File: src/sv/crcm_pkg.sv
// Shared types, constants and the linear-light table for the readable colour mixer.
`default_nettype none

package crcm_pkg;

  // Default number of blend steps toward the text colour.
  localparam int MIX_STEPS_DEF = 10;

  // Fraction bits of linear light and luminance.
  localparam int LUM_FRAC_BITS = 16;
  localparam int LIN_W         = LUM_FRAC_BITS + 1;

  // Weighted luminance sum plus rounding offset, and its reciprocal divide by 10000.
  localparam int SUM_W       = 30;
  localparam int RECIP_SHIFT = 43;
  localparam logic [SUM_W-1:0] LUM_RECIP =
    SUM_W'(((64'd1 << RECIP_SHIFT) + 64'd9999) / 64'd10000);

  // Width of the contrast cross-products.
  localparam int CMP_W = 25;

  // Depth of the queue between front and back.
  localparam int QUEUE_DEPTH = 4;

  // Shift used by the reciprocal divide in the blend.
  localparam int MIX_SHIFT = 24;

  // Colour: index 2 is red, 1 is green, 0 is blue.
  typedef logic [2:0][7:0] rgb_t;

  // Status of the queue as seen by its writer and reader.
  typedef struct packed {
    logic full;
    logic empty;
  } q_stat_t;

  // One finished result.
  typedef struct packed {
    rgb_t       colour;
    logic [3:0] step;
    logic       met;
  } result_t;

  typedef logic [LIN_W-1:0] lin_tab_t [256];

  // Fifth power of a Q0.31 value by four truncating products.
  function automatic logic [63:0] pow5_q31(input logic [63:0] r);
    logic [63:0] a;
    a = r;
    for (int i = 0; i < 4; i++) begin
      a = (a * r) >> 31;
    end
    return a;
  endfunction

  // Builds the sRGB to linear-light table at elaboration.
  function automatic lin_tab_t build_lin_tab();
    lin_tab_t    t;
    logic [63:0] y;
    logic [63:0] y2;
    logic [63:0] lo;
    logic [63:0] hi;
    logic [63:0] mid;
    logic [63:0] l31;
    for (int v = 0; v < 256; v++) begin
      if (v <= 10) begin
        t[v] = LIN_W'((((64'(v) * 64'd100) << LUM_FRAC_BITS) + 64'd164730) / 64'd329460);
      end else begin
        y  = ((64'(v) * 64'd1000 + 64'd14025) << 31) / 64'd269025;
        y2 = (y * y) >> 31;
        lo = 64'd0;
        hi = 64'd1 << 31;
        for (int s = 0; s < 40; s++) begin
          if (lo < hi) begin
            mid = lo + ((hi - lo + 64'd1) >> 1);
            if (pow5_q31(mid) <= y2) begin
              lo = mid;
            end else begin
              hi = mid - 64'd1;
            end
          end
        end
        l31  = (y2 * lo) >> 31;
        t[v] = LIN_W'((l31 + (64'd1 << (30 - LUM_FRAC_BITS))) >> (31 - LUM_FRAC_BITS));
      end
    end
    return t;
  endfunction

  localparam lin_tab_t LIN_TAB = build_lin_tab();

  // Weighted luminance sum with the half-up rounding offset already added.
  function automatic logic [SUM_W-1:0] luma_sum(input rgb_t c);
    return SUM_W'(LIN_TAB[c[2]]) * SUM_W'(2126) +
           SUM_W'(LIN_TAB[c[1]]) * SUM_W'(7152) +
           SUM_W'(LIN_TAB[c[0]]) * SUM_W'(722) + SUM_W'(5000);
  endfunction

endpackage

`default_nettype wire

File: src/sv/crcm_front.sv
// Front half: takes requests and forms every blend candidate.
`default_nettype none

module crcm_front #(
  parameter int MIX_STEPS = crcm_pkg::MIX_STEPS_DEF
) (
  input  wire logic              clk,
  input  wire logic              rst_n,
  input  wire logic              push,
  output logic                   full,
  input  wire crcm_pkg::rgb_t    in_acc,
  input  wire crcm_pkg::rgb_t    in_back,
  input  wire crcm_pkg::rgb_t    in_fore,
  output logic                   q_push,
  output crcm_pkg::rgb_t [MIX_STEPS+1:0] q_entry,
  input  wire crcm_pkg::q_stat_t q_stat
);

  localparam int Lanes    = MIX_STEPS + 1;
  localparam int MagW     = 8 + $clog2(MIX_STEPS + 1);
  localparam int XW       = MagW + 1;
  localparam int PW       = XW + crcm_pkg::MIX_SHIFT;
  localparam int MixRecip = ((1 << crcm_pkg::MIX_SHIFT) + 2 * MIX_STEPS - 1) / (2 * MIX_STEPS);

  logic                            sa_v_r;
  crcm_pkg::rgb_t                  sa_acc_r, sa_back_r;
  logic [Lanes-1:0][2:0][MagW-1:0] sa_mag_r, sa_mag_nxt;
  logic [2:0]                      sa_neg_r, sa_neg_nxt;
  logic                            a_load;

  // Stage takes a request when empty or when the queue has room for its contents.
  assign a_load = !sa_v_r || !q_stat.full;
  assign full   = !a_load;
  assign q_push = sa_v_r && !q_stat.full;

  // Distance to the text colour, scaled by each step count.
  always_comb begin
    logic [7:0] diff;
    for (int c = 0; c < 3; c++) begin
      sa_neg_nxt[c] = in_fore[c] < in_acc[c];
      diff = sa_neg_nxt[c] ? (in_acc[c] - in_fore[c]) : (in_fore[c] - in_acc[c]);
      for (int l = 0; l < Lanes; l++) begin
        sa_mag_nxt[l][c] = MagW'(diff) * MagW'(l);
      end
    end
  end

  always_ff @(posedge clk) begin
    if (!rst_n) begin
      sa_v_r <= 1'b0;
    end else if (a_load) begin
      sa_v_r <= push;
    end
  end

  always_ff @(posedge clk) begin
    if (a_load) begin
      sa_acc_r  <= in_acc;
      sa_back_r <= in_back;
      sa_mag_r  <= sa_mag_nxt;
      sa_neg_r  <= sa_neg_nxt;
    end
  end

  // Rounded blend, half away from zero, via a reciprocal multiply.
  always_comb begin
    logic [XW-1:0] x;
    logic [PW-1:0] prod;
    logic [7:0]    q;
    for (int l = 0; l < Lanes; l++) begin
      for (int c = 0; c < 3; c++) begin
        x    = XW'({sa_mag_r[l][c], 1'b0}) + XW'(MIX_STEPS);
        prod = PW'(x) * PW'(MixRecip);
        q    = prod[crcm_pkg::MIX_SHIFT +: 8];
        q_entry[l][c] = sa_neg_r[c] ? (sa_acc_r[c] - q) : (sa_acc_r[c] + q);
      end
    end
    q_entry[Lanes] = sa_back_r;
  end

endmodule

`default_nettype wire

File: config.mk
export PLATFORM = sky130hd
export DESIGN_NAME = crcm_front
export DESIGN_NICKNAME = d
export VERILOG_FILES = /design/src/sv/crcm_pkg.sv /design/src/sv/crcm_front.sv
export SDC_FILE = /design/constraint.sdc
export NUM_CORES = 2
export LEC_CHECK = 0
export BUFFER_PORTS_ARGS = -buffer_cell sky130_fd_sc_hd__buf_2
export CAP_MARGIN = 20
export CORE_ASPECT_RATIO = 1.2
export CORE_UTILIZATION = 30
export DETAILED_ROUTE_END_ITERATION = 16
export SLEW_MARGIN = 20
export SYNTH_ARGS = -nofsm -noshare
export SYNTH_HDL_FRONTEND = slang
export SYNTH_SLANG_ARGS = --single-unit
File: constraint.sdc
create_clock -name clk -period 25.2 [get_ports clk]
set_clock_uncertainty 0.15 [all_clocks]
set_input_delay 7.56 -clock clk [delete_from_list [all_inputs] [get_ports clk]]
set_output_delay 7.56 -clock clk [all_outputs]
set_load 0.005 [all_outputs]
==> impl_metrics.tcl <==
set metrics [dict create \
    status "completed" \
    yosysWarnings 0 \
    routed-via-count 72700 \
    coreArea_um2 331000 \
    globalplace.congestion 0.862 \
    ys_async_sr_fraction 0 \
    finalInstanceArea_um2 108000 \
    crit_type "flip-flop to primary output" \
    max_slew_margin 0.278 \
    cts_tree "yes" \
    placementRows 231 \
    dieWidth_um 529 \
    drt_iter0_markers 2500 \
    rsz0062_at_grt "no" \
    syn_nets 14800 \
    most-common-layout-cells "inv_1 (2793), ha_1 (2491), fa_1 (1209), xnor2_1 (643), a21oi_1 (545)" \
    htreeDepth 4 \
    layout_commonest_cell "inv_1" \
    use_met3 0.0107 \
    hold_buffers 0 \
    dp_hpwl_um 205000 \
    clkLatencyLatePin_ps 590 \
    crit_path_frequent_cell "inv_1" \
    die_h_um 635 \
    timing.fmax_ghz 0.0530 \
    final_nets 15200 \
    clk_path_buf_depth 3 \
    synth_edf_count 183 \
    synthCells 11100 \
    globalRoute.busiestLayer "met2" \
    grt.overflow.total 0 \
    grtUsageTotal 0.140 \
    tightest_slew_ps 1060 \
    arrival_ps 11140 \
    place_area_um2 108000 \
    drv_slew 0 \
    max_stage_delay_ps 850 \
    grt_start_max_net_pins 61 \
    viasPerCell 4.59 \
    port_buffers 365 \
    drive_gt1_frac 0.0493 \
    setup_violations 0 \
    worst_r2r_path_depth 3 \
    met2_usage 0.256 \
    critPathSlowestCell "a2111oi_0" \
    area_delta_synth_final_pct 8.22 \
    root_buffer "clkbuf_16" \
    hold_depth 1 \
    io_pins 367 \
    cts_buffers 21 \
    syn_area_um2 100000 \
    whs_endpoint "q_entry[279]" \
    r2r-end "sa_mag_r[233]" \
    path_clk_slew_ps 100 \
    antenna_found_initial 2 \
    r2r_start "sa_v_r" \
    yosysSeqAreaShare 0.0551 \
    cap_viol_max_count 0 \
    cts_num_sinks 184 \
    wl_um 232000 \
    postCtsSetupBuffers 0 \
    drcViolationCount 0 \
    grt_pass1_vias 75000 \
    end_kind "primary output" \
    min_period_over_period 0.748 \
    synth-seq-cells 184 \
    wl_per_cell_um 14.6 \
    hold_slack_ps 925 \
    worstHoldPathType "flip-flop to flip-flop" \
    grt_pass1_wl_um 382000 \
    ant_nets 0 \
    grt.met1_usage 0.178 \
    tns_ps 0 \
    final_hold_viol_count 0 \
    min_from "sa_v_r" \
    r2r_setup_slack_ps 22310 \
    ys.flop_type "edfxtp_1" \
    startpoint_type "flip-flop" \
    worstPathMaxFanout 20 \
    ctsResizeCount 0 \
    crit_required_ps 17490 \
    start_util 0.302 \
    synth.avg_cell_area_um2 9.04 \
    period_needed_ps 18850 \
    drt-pass1-iter-count 5 \
    synth_cell_types 105 \
    die_area_um2 336000 \
]
-- worst max-delay path by stage --
stage | from | endpoint | slack, ps | cells past startpoint
after floorplan | q_stat[1] | full | 5710 | 2
after global placement | sa_mag_r[336] | q_entry[231] | 6890 | 36
after detailed placement | sa_mag_r[336] | q_entry[231] | 6920 | 36
after CTS | sa_mag_r[336] | q_entry[231] | 6160 | 36
after global routing | sa_mag_r[336] | q_entry[231] | 5800 | 36
final | sa_mag_r[336] | q_entry[231] | 6350 | 36
-- state kept, by name (all words and copies together) (netlist names) --
register and cells:
sa_v_r 1, sa_neg_r 3, sa_mag_r 132, sa_acc_r 24
q_entry 24
-- critical path: cells and delay by family, from the launching register on --
kind	cells	cell delay [ps]
flops	1	330
xor+xnor	6	1960
compound gates	7	1800
simple gates	7	1130
fa+ha+maj	8	3810
buf+inv	8	1420
-- through the flow --
step	worst slack [ps]	cells	utilization
finish	6350	15900	0.327
global route	5800	15900	0.327
global placement	6890	15800	0.325
floorplan	5710	11100	-
detailed placement	6920	15800	0.325
CTS	6160	15900	0.327
-- synth_stat cells, types with 39 or more instances --
library cell,instances,area [um2]
o21bai_1,120,901
xor2_1,397,3480
ha_1,2491,31200
fa_1,1209,24200
nand2b_1,48,300
edfxtp_1,183,5500
mux2i_1,40,400
clkbuf_1,75,282
nor2b_1,48,300
a31oi_1,60,375
nor2_1,395,1480
nand4_1,72,450
o211ai_1,39,293
o21ai_0,218,1090
nand3_1,120,601
nand2_1,382,1430
or2_2,39,244
xnor2_1,643,5630
a211oi_1,51,383
and3_1,66,413
nor3_1,88,440
o21a_1,58,435
a21o_1,246,1850
inv_1,2797,10500
a21oi_1,545,2730
-- layout make-up --
class / instances / area [um2]
clock buffer: 22 / 529
sequential: 184 / 5520
inverter: 2802 / 10500
multi-input combinational: 7972 / 83600
tap: 4427 / 5540
fill: 34500 / 223000
antenna: 1 / 2.50
clock inverter: 11 / 175
timing repair buffer: 438 / 2370
-- cells by family (layout without fill, tap and decap cells) --
logic type / after synthesis / count (layout) / share of synthesized area
AND/OR/NAND/NOR: 1442 / 1442 / 0.0707
flip-flops: 184 / 184 / 0.0551
other: 0 / 1 / 0
buffers and inverters: 2907 / 3273 / 0.109
adder cells (fa/ha/maj): 3718 / 3718 / 0.555
AO/OA/AOI/OAI: 1715 / 1715 / 0.113
XOR/XNOR: 1043 / 1043 / 0.0916
multiplexers: 54 / 54 / 0.00558
-- routing by layer --
layer	wire length, um	part of all wire
met3	5100	0.022
met1	107000	0.46
met5	0	0
met2	116000	0.50
met4	4230	0.018
Power is not shown: default switching activity piles up to over one toggle a cycle in this logic, so the estimate is an artifact.
