<file path="src/sv/crcm_pkg.sv">
// Shared types, constants and the linear-light table for the readable colour mixer.
`default_nettype none

package crcm_pkg;

  // Default number of blend steps toward the text colour.
  localparam int MIX_STEPS_DEF = 10;

  // Fraction bits of linear light and luminance.
  localparam int LUM_FRAC_BITS = 16;
  localparam int LIN_W         = LUM_FRAC_BITS + 1;

  // Weighted luminance sum plus rounding offset, and its reciprocal divide by 10000.
  localparam int SUM_W       = 30;
  localparam int RECIP_SHIFT = 43;
  localparam logic [SUM_W-1:0] LUM_RECIP =
    SUM_W'(((64'd1 << RECIP_SHIFT) + 64'd9999) / 64'd10000);

  // Width of the contrast cross-products.
  localparam int CMP_W = 25;

  // Depth of the queue between front and back.
  localparam int QUEUE_DEPTH = 4;

  // Shift used by the reciprocal divide in the blend.
  localparam int MIX_SHIFT = 24;

  // Colour: index 2 is red, 1 is green, 0 is blue.
  typedef logic [2:0][7:0] rgb_t;

  // Status of the queue as seen by its writer and reader.
  typedef struct packed {
    logic full;
    logic empty;
  } q_stat_t;

  // One finished result.
  typedef struct packed {
    rgb_t       colour;
    logic [3:0] step;
    logic       met;
  } result_t;

  typedef logic [LIN_W-1:0] lin_tab_t [256];

  // Fifth power of a Q0.31 value by four truncating products.
  function automatic logic [63:0] pow5_q31(input logic [63:0] r);
    logic [63:0] a;
    a = r;
    for (int i = 0; i < 4; i++) begin
      a = (a * r) >> 31;
    end
    return a;
  endfunction

  // Builds the sRGB to linear-light table at elaboration.
  function automatic lin_tab_t build_lin_tab();
    lin_tab_t    t;
    logic [63:0] y;
    logic [63:0] y2;
    logic [63:0] lo;
    logic [63:0] hi;
    logic [63:0] mid;
    logic [63:0] l31;
    for (int v = 0; v < 256; v++) begin
      if (v <= 10) begin
        t[v] = LIN_W'((((64'(v) * 64'd100) << LUM_FRAC_BITS) + 64'd164730) / 64'd329460);
      end else begin
        y  = ((64'(v) * 64'd1000 + 64'd14025) << 31) / 64'd269025;
        y2 = (y * y) >> 31;
        lo = 64'd0;
        hi = 64'd1 << 31;
        for (int s = 0; s < 40; s++) begin
          if (lo < hi) begin
            mid = lo + ((hi - lo + 64'd1) >> 1);
            if (pow5_q31(mid) <= y2) begin
              lo = mid;
            end else begin
              hi = mid - 64'd1;
            end
          end
        end
        l31  = (y2 * lo) >> 31;
        t[v] = LIN_W'((l31 + (64'd1 << (30 - LUM_FRAC_BITS))) >> (31 - LUM_FRAC_BITS));
      end
    end
    return t;
  endfunction

  localparam lin_tab_t LIN_TAB = build_lin_tab();

  // Weighted luminance sum with the half-up rounding offset already added.
  function automatic logic [SUM_W-1:0] luma_sum(input rgb_t c);
    return SUM_W'(LIN_TAB[c[2]]) * SUM_W'(2126) +
           SUM_W'(LIN_TAB[c[1]]) * SUM_W'(7152) +
           SUM_W'(LIN_TAB[c[0]]) * SUM_W'(722) + SUM_W'(5000);
  endfunction

endpackage

`default_nettype wire

</file>
<file path="src/sv/crcm_queue.sv">
// Short request queue between the front and back halves.
`default_nettype none

module crcm_queue #(
  parameter int Width = 8,
  parameter int Depth = crcm_pkg::QUEUE_DEPTH
) (
  input  wire logic             clk,
  input  wire logic             rst_n,
  input  wire logic             wr_en,
  input  wire logic [Width-1:0] wr_data,
  input  wire logic             rd_en,
  output logic      [Width-1:0] rd_data,
  output crcm_pkg::q_stat_t     stat
);

  localparam int PtrW = (Depth > 1) ? $clog2(Depth) : 1;
  localparam int CntW = $clog2(Depth + 1);

  logic [Width-1:0] mem [Depth];
  logic [PtrW-1:0]  wr_ptr_r, wr_ptr_nxt;
  logic [PtrW-1:0]  rd_ptr_r, rd_ptr_nxt;
  logic [CntW-1:0]  cnt_r, cnt_nxt;
  logic             do_wr, do_rd;

  assign do_wr = wr_en && (cnt_r != CntW'(Depth));
  assign do_rd = rd_en && (cnt_r != '0);

  // Pointer and fill count updates.
  always_comb begin
    wr_ptr_nxt = wr_ptr_r;
    rd_ptr_nxt = rd_ptr_r;
    cnt_nxt    = cnt_r;
    if (do_wr) begin
      wr_ptr_nxt = (wr_ptr_r == PtrW'(Depth - 1)) ? '0 : wr_ptr_r + PtrW'(1);
    end
    if (do_rd) begin
      rd_ptr_nxt = (rd_ptr_r == PtrW'(Depth - 1)) ? '0 : rd_ptr_r + PtrW'(1);
    end
    if (do_wr && !do_rd) begin
      cnt_nxt = cnt_r + CntW'(1);
    end else if (do_rd && !do_wr) begin
      cnt_nxt = cnt_r - CntW'(1);
    end
  end

  always_ff @(posedge clk) begin
    if (!rst_n) begin
      wr_ptr_r <= '0;
      rd_ptr_r <= '0;
      cnt_r    <= '0;
    end else begin
      wr_ptr_r <= wr_ptr_nxt;
      rd_ptr_r <= rd_ptr_nxt;
      cnt_r    <= cnt_nxt;
    end
  end

  // Storage has no reset; only entries counted as full are ever read.
  always_ff @(posedge clk) begin
    if (do_wr) begin
      mem[wr_ptr_r] <= wr_data;
    end
  end

  assign rd_data    = mem[rd_ptr_r];
  assign stat.full  = (cnt_r == CntW'(Depth));
  assign stat.empty = (cnt_r == '0);

`ifndef ASSERT_OFF
  a_cnt_bound: assert property (@(posedge clk) disable iff (!rst_n)
    cnt_r <= CntW'(Depth)) else $error("queue count beyond depth");
  a_cnt_step: assert property (@(posedge clk) disable iff (!rst_n)
    (do_wr && !do_rd) |=> (cnt_r == $past(cnt_r) + CntW'(1)))
    else $error("queue count did not follow a write");
  a_ptr_sync: assert property (@(posedge clk) disable iff (!rst_n)
    (cnt_r == '0) |-> (wr_ptr_r == rd_ptr_r)) else $error("empty queue with split pointers");
`endif

endmodule

`default_nettype wire

</file>
<file path="config.mk">
export PLATFORM = sky130hd
export DESIGN_NAME = crcm_queue
export DESIGN_NICKNAME = d
export VERILOG_FILES = /design/src/sv/crcm_pkg.sv /design/src/sv/crcm_queue.sv
export SDC_FILE = /design/constraint.sdc
export NUM_CORES = 1
export LEC_CHECK = 0
export BUFFER_PORTS_ARGS = -buffer_cell sky130_fd_sc_hd__clkbuf_2
export CORE_AREA = 5 5 70 72
export CTS_BUF_LIST = sky130_fd_sc_hd__clkbuf_4
export DETAILED_ROUTE_END_ITERATION = 10
export DIE_AREA = 0 0 75 77
export PLACE_DENSITY = 0.65
export REMOVE_ABC_BUFFERS = 1
export SETUP_SLACK_MARGIN = 0.2
export SLEW_MARGIN = 20
export SYNTH_ARGS = -nofsm -noshare
export SYNTH_HDL_FRONTEND = slang
export SYNTH_SLANG_ARGS = --single-unit
</file>
<file path="constraint.sdc">
create_clock -name clk -period 2.48 [get_ports clk]
set_clock_uncertainty 0.15 [all_clocks]
set_input_delay 0 -clock clk [delete_from_list [all_inputs] [get_ports clk]]
set_output_delay 0 -clock clk [all_outputs]
set_load 0.01 [all_outputs]
</file>
==> results of run 1 <==
==> metal layers <==
metal | part of all wire, % | track usage [%] | wire, um
met1 | 41 | 11.0 | 1040
met2 | 51 | 15.9 | 1320
met3 | 6.3 | 3.79 | 163
met4 | 1.7 | 4.27 | 44
met5 | 0 | 0 | 0
==> report_power, final <==
part	total [W]	internal, W	switching (W)
Clock	0.000423	0.000222	0.000201
Sequential	0.000947	0.000849	0.0000985
Combinational	0.000476	0.000265	0.000211
Total	0.00185	0.00134	0.000511
==> flip-flops by register name, summed over array words and instances (netlist names), named ones only <==
name	flops
rd_ptr_r	2
wr_ptr_r	2
cnt_r	3
mem	32
==> cell families after synthesis <==
| group | Yosys count | share of synthesized area, % |
|---|---|---|
| buffers and inverters | 7 | 1.76 |
| xor gates and xnor gates | 2 | 1.07 |
| muxes | 11 | 12.9 |
| and+or+nand+nor | 20 | 6.60 |
| AOI/OAI and AO/OA | 5 | 1.84 |
| DFF | 41 | 70.0 |
| adders and majority gates | 7 | 5.83 |
==> cell usage after synthesis <==
| library cell | number | area (sq um) |
|---|---|---|
| xor2_1 | 1 | 8.76 |
| nor3_1 | 1 | 5.00 |
| o31ai_1 | 1 | 7.51 |
| dfxtp_1 | 9 | 180 |
| clkbuf_1 | 1 | 3.75 |
| nand2_1 | 6 | 22.5 |
| fa_1 | 1 | 20.0 |
| nor2_1 | 2 | 7.51 |
| a21boi_0 | 1 | 7.51 |
| inv_1 | 3 | 11.3 |
| xnor2_1 | 1 | 8.76 |
| mux4_2 | 8 | 180 |
| nand3_1 | 2 | 10.0 |
| and2_1 | 5 | 31.3 |
| o21ai_0 | 3 | 15.0 |
| nor2b_1 | 2 | 12.5 |
| or3_1 | 1 | 6.26 |
| buf_2 | 2 | 10.0 |
| ha_1 | 6 | 75.1 |
| mux2i_1 | 3 | 30.0 |
| buf_1 | 1 | 3.75 |
| edfxtp_1 | 32 | 961 |
| nor3b_2 | 1 | 12.5 |
==> per-stage QoR <==
stage	setup slack, ns	instances	utilization (%)
4_1_cts	0.222	182	46.8
6_report	0.332	183	47.4
3_3_place_gp	0.356	164	42.5
2_1_floorplan	0.192	89	-
3_5_place_dp	0.179	164	42.5
5_1_grt	0.229	183	47.4
==> timing repair <==
item	in CTS	in global routing
endpoints found under the hold margin	41	0
gates resized for setup	1	6
setup endpoints to repair	1	1
hold buffers	10	0
setup buffers	0	1
pin swaps	0	1
==> worst max path at each step <==
stage | start | endpoint | slack [ns] | cells after the start
after floorplan | cnt_r[0]$_SDFFE_PN0P_ | cnt_r[2]$_SDFFE_PN0P_ | 0.19 | 8
after global placement | cnt_r[0]$_SDFFE_PN0P_ | cnt_r[2]$_SDFFE_PN0P_ | 0.36 | 7
after detailed placement | cnt_r[1]$_SDFFE_PN0P_ | cnt_r[2]$_SDFFE_PN0P_ | 0.18 | 7
after CTS | cnt_r[0]$_SDFFE_PN0P_ | cnt_r[2]$_SDFFE_PN0P_ | 0.22 | 8
after global routing | cnt_r[2]$_SDFFE_PN0P_ | cnt_r[2]$_SDFFE_PN0P_ | 0.23 | 8
final | cnt_r[2]$_SDFFE_PN0P_ | cnt_r[2]$_SDFFE_PN0P_ | 0.33 | 8
==> area by class of cell <==
class	instances	area [sq um]
well taps	52	65.1
clock buffers	6	45.0
multi-input cells	45	477
clock inverters	2	35.0
fillers	378	2230
repair buffers	34	228
flip-flops and latches	41	1140
inverters	3	11.3
==> worst max-delay path: cells and delay by family, from the launching register on <==
| family | cells | cell delay, ns |
|---|---|---|
| xor+xnor | 1 | 0.15 |
| buf+inv | 1 | 0.05 |
| compound gates | 1 | 0.14 |
| flops | 1 | 0.36 |
| fa+ha+maj | 2 | 0.59 |
| simple gates | 3 | 0.65 |
==> run_results.csv, run 1 <==
group,metric,value,unit
outcome,status,"finished clean",
floorplan,die-area,0.00578,sq mm
critical_path,cp-end-kind,"flop",
critical_path,reg2reg_slack,0.33,ns
routing,via_count,864,
grt,grt_max_degree,14,
timing,max_slew_margin,63.1,%
timing,hold_violations,0,
worst_hold_path,whs_endpoint,"wr_ptr_r[0]$_SDFFE_PN0P_",
final_layout,final_layout_size_suffix_gt1_share,35.1,%
routing,dr.pass1.iters,4,
grt,grt_usage,9.73,%
floorplan,start_util,38.5,%
floorplan,fp.dieH,77,um
critical_path,required,2.60,ns
job,cap_violations,0,
placement,port_buffers,21,
yosys,netlist_instances,93,
pwr,power_density,921,mW/mm^2
floorplan,core-area,0.00423,sq mm
routing,post_drt_wl_per_cell,14.0,um
grt,grt_overflow_total,0,
cts,clk_latency,0.34,ns
critical_path,crit_type,"reg -> reg",
timing,tightestPinTransition,0.553,ns
critical_path,crit_fanout,5,
final_layout,areaGrowthSynthToFinish,23.0,%
critical_path,cp_slowest_cell,"fa_1",
yosys,yosys_warnings,0,
yosys,syn_area,0.00163,sq mm
cts,numCtsBuffers,5,
grt,grt_pass1_vias,931,
cts,clock-root-buffer,"clkbuf_4",
timing,finalCritPeriodShare,86.6,%
worst_hold_path,hp-start,"wr_en",
critical_path,r2r.worst_path.cells,8,
pwr,power_leakage,0.738,nW
timing,slew_viol_final,0,
routing,drt_iter0_drc,40,
critical_path,path_cells,"nor3b_2 > nor2b_1 > ha_2 > inv_1 > fa_1 > xor2_1 > or3_1 > a21boi_1",
timing,max_freq,465,MHz
final_layout,fin_nets,149,
yosys,yosysSeqAreaShare,70.0,%
yosys,synth_area_per_cell,17.5,sq um
final_layout,final_cell_mix,"edfxtp_1, clkbuf_2, dlygate4sd3_1",
floorplan,core.rowCount,24,
pwr,ir_drop,394,uV
final_layout,layout_commonest_cell,"edfxtp_1",
routing,drc,0,
placement,gp_congestion,0.659,
yosys,yosys_register_bits,41,
placement,place_hpwl,1.79,mm
placement,place_area,0.00180,sq mm
floorplan,ios,22,
timing,hold_slack,0.0350,ns
grt,grt_pass1_wl,4.10,mm
final_layout,final_area,0.00201,sq mm
critical_path,r2r_start,"cnt_r[2]$_SDFFE_PN0P_",
timing,rsz0062_at_grt,"false",
cts,cts_max_path_buffers,2,
critical_path,cp_slowest_stage_delay,0.37,ns
timing,setup_viol,0,
routing,vias_per_cell,4.72,
timing,period_minus_slack,2.15,ns
cts,cts_max_level,2,
floorplan,die_w,75,um
critical_path,start_kind,"flop",
critical_path,reg2reg_to,"cnt_r[2]$_SDFFE_PN0P_",
critical_path,worstPathArrival,2.27,ns
worst_hold_path,holdPathStages,4,
yosys,synth_cell_types,23,
routing,detail-route-antenna-nets,0,
routing,drt-total-wl,2.57,mm
cts,cts_tree,"done",
timing,fin_setup_tns,0,ns
cts,numClockSinks,41,
final_layout,diodes,0,
pwr,total_power,0.00185,W
worst_hold_path,hp-class,"in -> reg",
cts,clk_pin_slew_worst_paths,0.11,ns
grt,antenna_found_initial,0,
Note: power is estimated with default switching activity, not from simulation.
==> run 2, diff against run 1 <==
--- a/config.mk
+++ b/config.mk
@@ -5,12 +5,13 @@
 export SDC_FILE = /design/constraint.sdc
 export NUM_CORES = 1
 export LEC_CHECK = 0
+export ABC_AREA = 1
 export BUFFER_PORTS_ARGS = -buffer_cell sky130_fd_sc_hd__clkbuf_2
-export CORE_AREA = 5 5 70 72
+export CORE_AREA = 5 5 72 74
 export CTS_BUF_LIST = sky130_fd_sc_hd__clkbuf_4
 export DETAILED_ROUTE_END_ITERATION = 10
-export DIE_AREA = 0 0 75 77
-export PLACE_DENSITY = 0.65
+export DIE_AREA = 0 0 77 79
+export PLACE_DENSITY = 0.64
 export REMOVE_ABC_BUFFERS = 1
 export SETUP_SLACK_MARGIN = 0.2
 export SLEW_MARGIN = 20
==> run 2 against run 1 <==
- power grew 2.9%
- design area rose by 2.0%
- sequential cell count stayed put
- via count up 31%
- synthesized cell count rose by 59%
- first-iteration DRC count up 110%
- worst setup slack better by 0.20 ns
- global-route usage grew 1.6 points
- sequential power decreased by 2%
- fmax grew 10%
- non-clock buffer count up 3
- critical path depth grew 5
- largest power group unchanged
==> run_results.csv, run 2 <==
group,metric,value,unit
yosys,ys_async_sr_fraction,0,%
timing,tightestPinTransition,0.350,ns
cts,clk_latency,0.33,ns
final_layout,final_util,45.1,%
cts,numCtsBuffers,5,
cts,post_cts_resize_count,0,
yosys,synth_top_area_share,56.8,%
final_layout,top_regs,"mem x32, cnt_r x3",
timing,setup_viol,0,
routing,post_drt_wl_per_cell,12.6,um
cts,clk_pin_slew_worst_paths,0.11,ns
placement,place_hpwl,2.10,mm
outcome,status,"finished clean",
pwr,power_density,929,mW/mm^2
critical_path,worstPathArrival,2.05,ns
final_layout,diodes,0,
yosys,synth_area_leaders,"edfxtp_1, dfxtp_1, nor2_1",
placement,gp_congestion,0.779,
routing,via_count,1135,
timing,rsz0062_at_grt,"false",
worst_hold_path,hp-class,"in -> reg",
timing,finalCritPeriodShare,78.7,%
final_layout,final_cell_mix,"nor2_1, edfxtp_1, clkbuf_2",
critical_path,crit_fanout,7,
job,cap_violations,0,
grt,grt_overflow_total,0,
final_layout,final_layout_size_suffix_gt1_share,20.4,%
floorplan,die_w,77,um
placement,port_buffers,21,
routing,detail-route-antenna-nets,0,
routing,vias_per_cell,4.63,
final_layout,fin_nets,209,
yosys,ys.flop_type,"edfxtp_1",
floorplan,core-area,0.00454,sq mm
timing,hold_violations,0,
critical_path,cp-end-kind,"flop",
yosys,yosys_register_bits,41,
yosys,synth_area_per_cell,11.4,sq um
pwr,ir_drop,504,uV
routing,drc,0,
cts,cts_tree,"done",
cts,cts_setup_buffers,0,
yosys,netlist_top_cells_count,"nor2_1, edfxtp_1, inv_1",
floorplan,start_util,37.3,%
grt,grt_max_degree,17,
final_layout,layout_commonest_cell,"nor2_1",
yosys,yosysSeqAreaShare,67.4,%
cts,cts_max_level,2,
critical_path,required,2.58,ns
timing,period_minus_slack,1.95,ns
yosys,synth.largest_area_cell,"edfxtp_1",
floorplan,ios,22,
final_layout,areaGrowthSynthToFinish,20.8,%
routing,dr.pass1.iters,4,
floorplan,die-area,0.00608,sq mm
yosys,yosys_warnings,0,
yosys,syn_area,0.00169,sq mm
critical_path,start_kind,"flop",
yosys,synth.most_common_cell,"nor2_1",
routing,drt-total-wl,3.08,mm
final_layout,regMostFlops,"mem",
yosys,synth_edf_count,32,
grt,grt_usage,11.3,%
yosys,synth_cell_types,18,
floorplan,fp.dieH,79,um
yosys,netlist_instances,148,
cts,clock-root-buffer,"clkbuf_4",
floorplan,core.rowCount,25,
cts,numClockSinks,41,
cts,cts_max_path_buffers,2,
grt,grt_pass1_wl,5.41,mm
pwr,power_leakage,0.844,nW
grt,antenna_found_initial,0,
routing,drt_iter0_drc,83,
timing,max_freq,512,MHz
final_layout,largest_reg_flops,32,
timing,max_slew_margin,76.6,%
timing,slew_viol_final,0,
critical_path,crit_type,"reg -> reg",
grt,grt_pass1_vias,1208,
timing,fin_setup_tns,0,ns
-- run 2: cell types whose count changed in the layout (fill, tap and decap cells not counted), moves of 3 or more --
| cell | before | now |
|---|---|---|
| dfxtp_1 | 6 | 9 |
| inv_1 | 3 | 18 |
| mux4_2 | 8 | 0 |
| mux2i_1 | 3 | 0 |
| nand2_1 | 6 | 14 |
| and2_1 | 5 | 0 |
| dfxtp_2 | 3 | 0 |
| o21ai_2 | 0 | 3 |
| o21ai_0 | 3 | 14 |
| nor2_1 | 2 | 33 |
| o22ai_1 | 0 | 8 |
-- run 2: area by class of cell --
cell class	count	area [sq um]
fillers	437	2490
flip-flops and latches	41	1140
multi-input cells	86	458
repair buffers	37	253
inverters	19	71.3
well taps	54	67.6
clock buffers	6	45.0
clock inverters	2	10.0
-- run 2: path summary, 6_finish.rpt --
check	startpoint	end	slack, ns	cells after the start
setup / recovery	cnt_r[1]$_SDFFE_PN0P_	cnt_r[2]$_SDFFE_PN0P_	0.53	13
hold / removal	wr_data[6]	mem[3][6]$_DFFE_PP_	0.28	2
setup reg to reg	cnt_r[1]$_SDFFE_PN0P_	cnt_r[2]$_SDFFE_PN0P_	0.53	13
hold reg to reg	cnt_r[0]$_SDFFE_PN0P_	cnt_r[0]$_SDFFE_PN0P_	0.37	2
-- run 2: metal layers --
layer	wire [um]	part of all wire (%)	track usage [%]
met1	1360	44	12.8
met2	1550	50	20.2
met3	164	5.3	4.54
met4	10	0.32	2.58
met5	0	0	0
-- run 2: power breakdown --
group          internal, W  total (W)  leakage, nW  switching [W]
registers         0.000853   0.000929        0.368      0.0000761
logic             0.000256   0.000655        0.440       0.000399
clock network     0.000119   0.000316       0.0354       0.000197
total              0.00123    0.00190        0.844       0.000672
-- run 2: per-stage QoR --
step	worst slack [ns]	instances	hold WS [ns]	area [sq um]	power (W)
2_1_floorplan	0.640	146	-0.0511	1670	0.00135
3_3_place_gp	0.567	226	0.0720	1880	0.00159
3_5_place_dp	0.534	226	0.0752	1880	0.00160
4_1_cts	0.516	245	0.264	2050	0.00193
5_1_grt	0.289	245	0.247	2050	0.00208
6_report	0.529	245	0.277	2050	0.00190
-- run 2: cell families (layout without fill, tap and decap cells) --
| logic type | count (synthesis) | after routing | share of synthesized area [%] |
|---|---|---|---|
| AO/OA/AOI/OAI | 28 | 28 | 9.53 |
| adder cells (fa/ha/maj) | 7 | 7 | 5.62 |
| buffers and inverters | 21 | 64 | 5.54 |
| flip-flops | 41 | 41 | 67.4 |
| AND/OR/NAND/NOR | 51 | 51 | 11.9 |
-- run 2: critical path, stage by stage (launching register included) --
cell and delay [ns]:
dfxtp_1 0.40, nor2_1 0.08, nand2_1 0.13, nand2_2 0.11, inv_1 0.07, ha_1 0.16
inv_1 0.06, fa_1 0.38, inv_1 0.07, nand2_1 0.06, nand3_1 0.07, nand2_1 0.05
inv_1 0.04, nor2_1 0.03
-- run 2: timing repair --
| item | 4_1_cts | 5_1_grt |
|---|---|---|
| endpoints found under the setup margin | 0 | 0 |
| hold buffers | 11 | 0 |
| endpoints found under the hold margin | 41 | 0 |
